==> config.mk <==
export PLATFORM = sky130hd
export DESIGN_NAME = fpds_math
export DESIGN_NICKNAME = d
export VERILOG_FILES = /design/src/hw/rtl/fpds_pkg.sv /design/src/hw/rtl/fpds_math.sv
export SDC_FILE = /design/constraint.sdc
export NUM_CORES = 2
export LEC_CHECK = 0
export ABC_AREA = 1
export CORE_MARGIN = 2
export CORE_UTILIZATION = 40
export CTS_CLUSTER_DIAMETER = 40
export CTS_CLUSTER_SIZE = 12
export DETAILED_ROUTE_END_ITERATION = 6
export DONT_BUFFER_PORTS = 1
export GPL_TIMING_DRIVEN = 0
export HOLD_SLACK_MARGIN = 0.03
export SLEW_MARGIN = 5
export SYNTH_ARGS = -nofsm -noshare
export SYNTH_HDL_FRONTEND = slang
export SYNTH_SLANG_ARGS = --single-unit
==> constraint.sdc <==
create_clock -name clk_i -period 11.8 [get_ports clk_i]
set_input_delay 1.77 -clock clk_i [delete_from_list [all_inputs] [get_ports clk_i]]
set_output_delay 1.77 -clock clk_i [all_outputs]
set_load 0.05 [all_outputs]
==> src/hw/rtl/fpds_pkg.sv <==
// fpds_pkg: shared widths, register indexes and bundle types for the
// five-point diffusion stencil core and its arithmetic pipeline
// no dependencies
`default_nettype none

package fpds_pkg;

  localparam int DATA_W    = 32;
  localparam int SIDE_W    = 11;
  localparam int COEFF_W   = 16;
  localparam int CFG_W     = 16;
  localparam int CFG_IDX_W = 1;

  // register indexes
  localparam logic [CFG_IDX_W-1:0] REG_GRID_SIDE  = 1'd0;
  localparam logic [CFG_IDX_W-1:0] REG_DIFF_COEFF = 1'd1;

  localparam logic [SIDE_W-1:0]  GRID_SIDE_RST = 11'd22;
  localparam logic [COEFF_W-1:0] COEFF_RST     = 16'd3277;

  // stencil operands of one cell
  typedef struct packed {
    logic signed [DATA_W-1:0] ctr;
    logic signed [DATA_W-1:0] up;
    logic signed [DATA_W-1:0] dn;
    logic signed [DATA_W-1:0] lf;
    logic signed [DATA_W-1:0] rt;
  } fpds_ops_t;

  // per-request result control
  typedef struct packed {
    logic bnd;   // boundary cell, center passes through
    logic pair;  // last grid row, input sample follows as second result
    logic last;  // input sample ends its row
  } fpds_flags_t;

endpackage

`default_nettype wire

==> src/hw/rtl/fpds_math.sv <==
// fpds_math: three-stage stencil arithmetic with valid/ready flow control
// (sum and weight, two multiplies, round and saturate)
// depends on fpds_pkg
`default_nettype none

module fpds_math
  import fpds_pkg::*;
(
  input  wire logic                     clk_i,
  input  wire logic                     rst_ni,
  input  wire logic                     in_valid_i,
  output      logic                     in_ready_o,
  input  wire fpds_ops_t                ops_i,
  input  wire fpds_flags_t              flg_i,
  input  wire logic [COEFF_W-1:0]       coeff_i,
  output      logic                     out_valid_o,
  input  wire logic                     out_ready_i,
  output      logic signed [DATA_W-1:0] res_o,
  output      logic signed [DATA_W-1:0] pass_o,
  output      fpds_flags_t              flg_o
);

  localparam int SUM_W  = DATA_W + 2;
  localparam int K_W    = COEFF_W + 3;
  localparam int C_W    = COEFF_W + 1;
  localparam int PROD_W = SUM_W + C_W;
  localparam int ACC_W  = PROD_W + 2;
  localparam int Q_W    = ACC_W - COEFF_W;

  logic s2_valid_q, s3_valid_q;
  logic s2_free, s3_free;

  logic signed [SUM_W-1:0]  s2_sum_q, sum_d;
  logic signed [K_W-1:0]    s2_k_q, k_d;
  logic signed [C_W-1:0]    s2_c_q;
  logic signed [DATA_W-1:0] s2_ctr_q, s2_x_q;
  fpds_flags_t              s2_flg_q;

  logic signed [PROD_W-1:0] s3_p1_q, s3_p2_q, p1_d, p2_d;
  logic signed [DATA_W-1:0] s3_ctr_q, s3_x_q;
  fpds_flags_t              s3_flg_q;

  logic signed [ACC_W-1:0]  acc;
  logic signed [Q_W-1:0]    q;
  logic signed [DATA_W-1:0] sat;

  assign s3_free    = !s3_valid_q || out_ready_i;
  assign s2_free    = !s2_valid_q || s3_free;
  assign in_ready_o = s2_free;

  // neighbor sum and center weight 1 - 4C
  assign sum_d = SUM_W'(ops_i.up) + SUM_W'(ops_i.dn) + SUM_W'(ops_i.lf) + SUM_W'(ops_i.rt);
  assign k_d   = K_W'(65536) - $signed({1'b0, coeff_i, 2'b00});

  assign p1_d = PROD_W'(s2_k_q) * PROD_W'(s2_ctr_q);
  assign p2_d = PROD_W'(s2_c_q) * PROD_W'(s2_sum_q);

  // round to nearest, ties up, then saturate
  assign acc = ACC_W'(s3_p1_q) + ACC_W'(s3_p2_q) + ACC_W'(32768);
  assign q   = acc[ACC_W-1:COEFF_W];

  always_comb begin
    if (q[Q_W-1:DATA_W-1] == {(Q_W-DATA_W+1){1'b0}} ||
        q[Q_W-1:DATA_W-1] == {(Q_W-DATA_W+1){1'b1}}) begin
      sat = q[DATA_W-1:0];
    end else if (q[Q_W-1]) begin
      sat = {1'b1, {(DATA_W-1){1'b0}}};
    end else begin
      sat = {1'b0, {(DATA_W-1){1'b1}}};
    end
  end

  always_ff @(posedge clk_i or negedge rst_ni) begin
    if (!rst_ni) begin
      s2_valid_q <= 1'b0;
      s3_valid_q <= 1'b0;
    end else begin
      if (s2_free) begin
        s2_valid_q <= in_valid_i;
      end
      if (s3_free) begin
        s3_valid_q <= s2_valid_q;
      end
    end
  end

  always_ff @(posedge clk_i) begin
    if (s2_free && in_valid_i) begin
      s2_sum_q <= sum_d;
      s2_k_q   <= k_d;
      s2_c_q   <= $signed({1'b0, coeff_i});
      s2_ctr_q <= ops_i.ctr;
      s2_x_q   <= ops_i.dn;
      s2_flg_q <= flg_i;
    end
    if (s3_free && s2_valid_q) begin
      s3_p1_q  <= p1_d;
      s3_p2_q  <= p2_d;
      s3_ctr_q <= s2_ctr_q;
      s3_x_q   <= s2_x_q;
      s3_flg_q <= s2_flg_q;
    end
  end

  assign out_valid_o = s3_valid_q;
  assign res_o       = s3_flg_q.bnd ? s3_ctr_q : sat;
  assign pass_o      = s3_x_q;
  assign flg_o       = s3_flg_q;

endmodule

`default_nettype wire

==> reports/qor.txt <==
Resized cells post-CTS - 0
Worst Hold Path Cells - 0
slowest CP cell - clkbuf_1
Min-Delay Path Class - flip-flop to flip-flop
Worst EP required - 12.17 ns
critical path cell sequence - clkbuf_2 > clkbuf_1 > nand2_1 > inv_1 > ha_1 > fa_1 > ha_1 > inv_1 > fa_1 > inv_1 > fa_1 > inv_1 > fa_1 > inv_1 > ha_1 > ha_1 > nand2_1 > nor2_1 > inv_1 > nor4_1 > or3b_2 > nand3_1 > xor2_1
min Tclk post-route - 8.27 ns
hold worst-path end - pass_o[11]$_DFFE_PP_
post-synth top area share - 38.7%
antenna-violating nets left - 0
vias - 42.6k
clk_skew - 0.0385 ns
post-CTS setup buffer count - 0
crit start category - flip-flop
fmax - 121 MHz
Die H - 382 um
hold_sp - s2_x_q[11]$_DFFE_PP_
Max Fanout on Critical Path - 10
drt drc - 0
CTS Buffer Depth - 3
chip width - 382 um
non-filler instance count after layout - 8,702
Placed Instance Area - 59,600 um^2
drt first-iter violations - 3,204
top cells by area, synth - fa_1 (39%), edfxtp_1 (16%), inv_1 (13%), nand2_1 (11%), ha_1 (9.7%)
PortBufs - 0
#FFs+latches synth - 300
CTS tree - done
fraction of layout cells with a size suffix above 1 - 3.10%
Post-Route WL - 171,000 um
outcome - completed
kind of cell adding the most delay to the critical path - adder cells
Rel. slew slack - 10.6%
post-layout instance area - 61,600 um^2
Buf+Inv Stages, Crit Path - 8
r2r setup slk - 3.53 ns
cts bufs inserted - 59
count of different cell masters after synthesis - 47
Setup crit end kind - flip-flop
first-pass GRT wire length - 264,000 um
CORE AREA - 142,000 um^2
EDFF count, synth - 298
Slew @ Worst Pin - 1.35 ns
gr usage total - 23.9%
Placed Cells - 8,590
Root Buffer - clkbuf_16
max_cap viols - 0
Nets - 8,489
final-report hold violation count - 0
Synth area leader - fa_1
gr ovfl total - 0
FF-to-FF Start - s2_c_q[0]$_DFFE_PP_
CP Class - flip-flop to flip-flop
Syn Inst Count - 6,692
initial antenna violation count - 4
Syn. warnings - 0
total die area - 146,000 um^2
CP Data Arrival Time - 8.65 ns
Reg area - 9000 um^2
RSZ-0062 raised after global routing - no
sequential area share after synthesis - 15.8%
clock slew at reported path FFs - 0.06 ns
Placer Congestion - 0.959
Async S/R FF share, synth - 0.667%
drt via density - 4.90
TritonRoute pass-1 iters - 6
most frequent cells in the layout - inv_1 (1,902), nand2_1 (1,606), fa_1 (1,102)
most common cell after layout, fill and taps aside - inv_1
Post-CTS Hold Buffers - 0
num rows - 138
area taken by multi-input logic gates - 39,900 um^2
dpl hpwl - 146,000 um
ys flop type - edfxtp_1
worst r2r dst - s3_p1_q[44]$_DFFE_PP_
vias in the first global route - 44.7k
Syn Area/Cell - 8.52 um^2
Top cell by count, worst path - inv_1
Period Utilization, post-route - 70.1%
Final Setup Violations - 0
cell area after synthesis - 57,000 um^2
syn nets - 8,420
largest net degree at the start of global routing - 103
Synth-to-Final Area Change - 7.94%
drt wl/cell - 19.7 um
Sink Count - 300
# IOs - 252
initial core utilization - 40.3%
Fillers - 14.2k
H-Tree Depth - 2
worst skew pair latency - 0.66 ns
worst reg2reg path depth - 23
Slowest Stage Delay on Critical Path - 0.71 ns
Final Max Slew Viols - 0
[cells in the mapped netlist, drive strengths merged (2+ instances only)]
library cell  count
nor4             14
a31oi            38
or2               7
o21a             14
ha              443
o221ai            2
xnor2            77
a21boi            6
a21oi           220
o211ai            6
xor2            103
a221oi            2
nor3             28
clkbuf          248
and3              5
o31ai             5
nand4            16
o21bai           19
o21ai            95
buf               6
nand3            73
a21o             20
nor2            287
edfxtp          298
nand2          1637
inv            1912
fa             1102
dfrtp             2
[cell type report]
cell class	instances	area share [%]
well taps	1890	3.84
multi-input cells	4226	64.8
flip-flops and latches	300	14.6
diodes	1	0.00406
clock inverters	45	0.719
repair buffers	8	0.309
plain buffers	254	1.64
inverters	1912	11.7
clock buffers	66	2.44
[kinds of logic after synthesis]
kind of cell,count (synthesis),share of synthesized area (%)
AO/OA/AOI/OAI,430,4.43
flip-flops,300,15.8
AND/OR/NAND/NOR,2071,14.3
adder cells (fa/ha/maj),1545,48.4
buffers and inverters,2166,14.3
XOR/XNOR,180,2.76
[through the flow]
stage / worst slack, ns / utilization [%] / hold slack [ns] / TNS, ns
final: 3.53 / 43.5 / 0.412 / 0
after global routing: 3.17 / 43.5 / 0.423 / 0
after CTS: 3.51 / 43.5 / 0.410 / 0
after detailed placement: 3.52 / 42.1 / 0.405 / 0
after global placement: -3.59 / 42.0 / 0.400 / -584.75
after floorplan: 1.33 / - / 0.400 / 0
[worst reg2reg max path, cell delays in order (launching register included)]
cell	delay, ns
edfxtp_1	0.56
clkbuf_2	0.60
clkbuf_1	0.72
nand2_1	0.11
inv_1	0.12
ha_1	0.33
fa_1	0.53
ha_1	0.55
inv_1	0.28
fa_1	0.55
inv_1	0.06
fa_1	0.53
inv_1	0.05
fa_1	0.47
inv_1	0.04
ha_1	0.28
ha_1	0.37
nand2_1	0.17
nor2_1	0.38
inv_1	0.15
nor4_1	0.42
or3b_2	0.49
nand3_1	0.19
xor2_1	0.09
[state kept, by name, indices dropped and copies added, names as in the netlist]
signal and count:
s3_p1_q 49, s3_p2_q 49, s2_sum_q 34, pass_o 32, s2_ctr_q 32, s2_x_q 32
s3_ctr_q 32, s2_c_q 16, s2_k_q 16, flg_o 3, s2_flg_q 3, out_valid_o 1
s2_valid_q 1
[per-layer routing]
metal / wire length (um) / GRT usage [%] / share of wire [%]
met3: 14400 / 5.23 / 8.4
met5: 39 / 0 / 0.023
met4: 6730 / 8.00 / 3.9
met1: 73200 / 32.5 / 43
met2: 76900 / 37.8 / 45
[how the worst max path moves through the flow]
| stage | startpoint | end | slack [ns] | cells after the start |
|---|---|---|---|---|
| after floorplan | out_ready_i | flg_o[0]$_DFFE_PP_ | 1.33 | 2 |
| after global placement | out_ready_i | s3_ctr_q[14]$_DFFE_PP_ | -3.59 | 2 |
| after detailed placement | s2_c_q[0]$_DFFE_PP_ | s3_p1_q[44]$_DFFE_PP_ | 3.52 | 23 |
| after CTS | s2_c_q[0]$_DFFE_PP_ | s3_p1_q[44]$_DFFE_PP_ | 3.51 | 23 |
| after global routing | s2_c_q[0]$_DFFE_PP_ | s3_p1_q[44]$_DFFE_PP_ | 3.17 | 23 |
| final | s2_c_q[0]$_DFFE_PP_ | s3_p1_q[44]$_DFFE_PP_ | 3.53 | 23 |
Power is not shown: default switching activity piles up to over one toggle a cycle in this logic, so the estimate is an artifact.
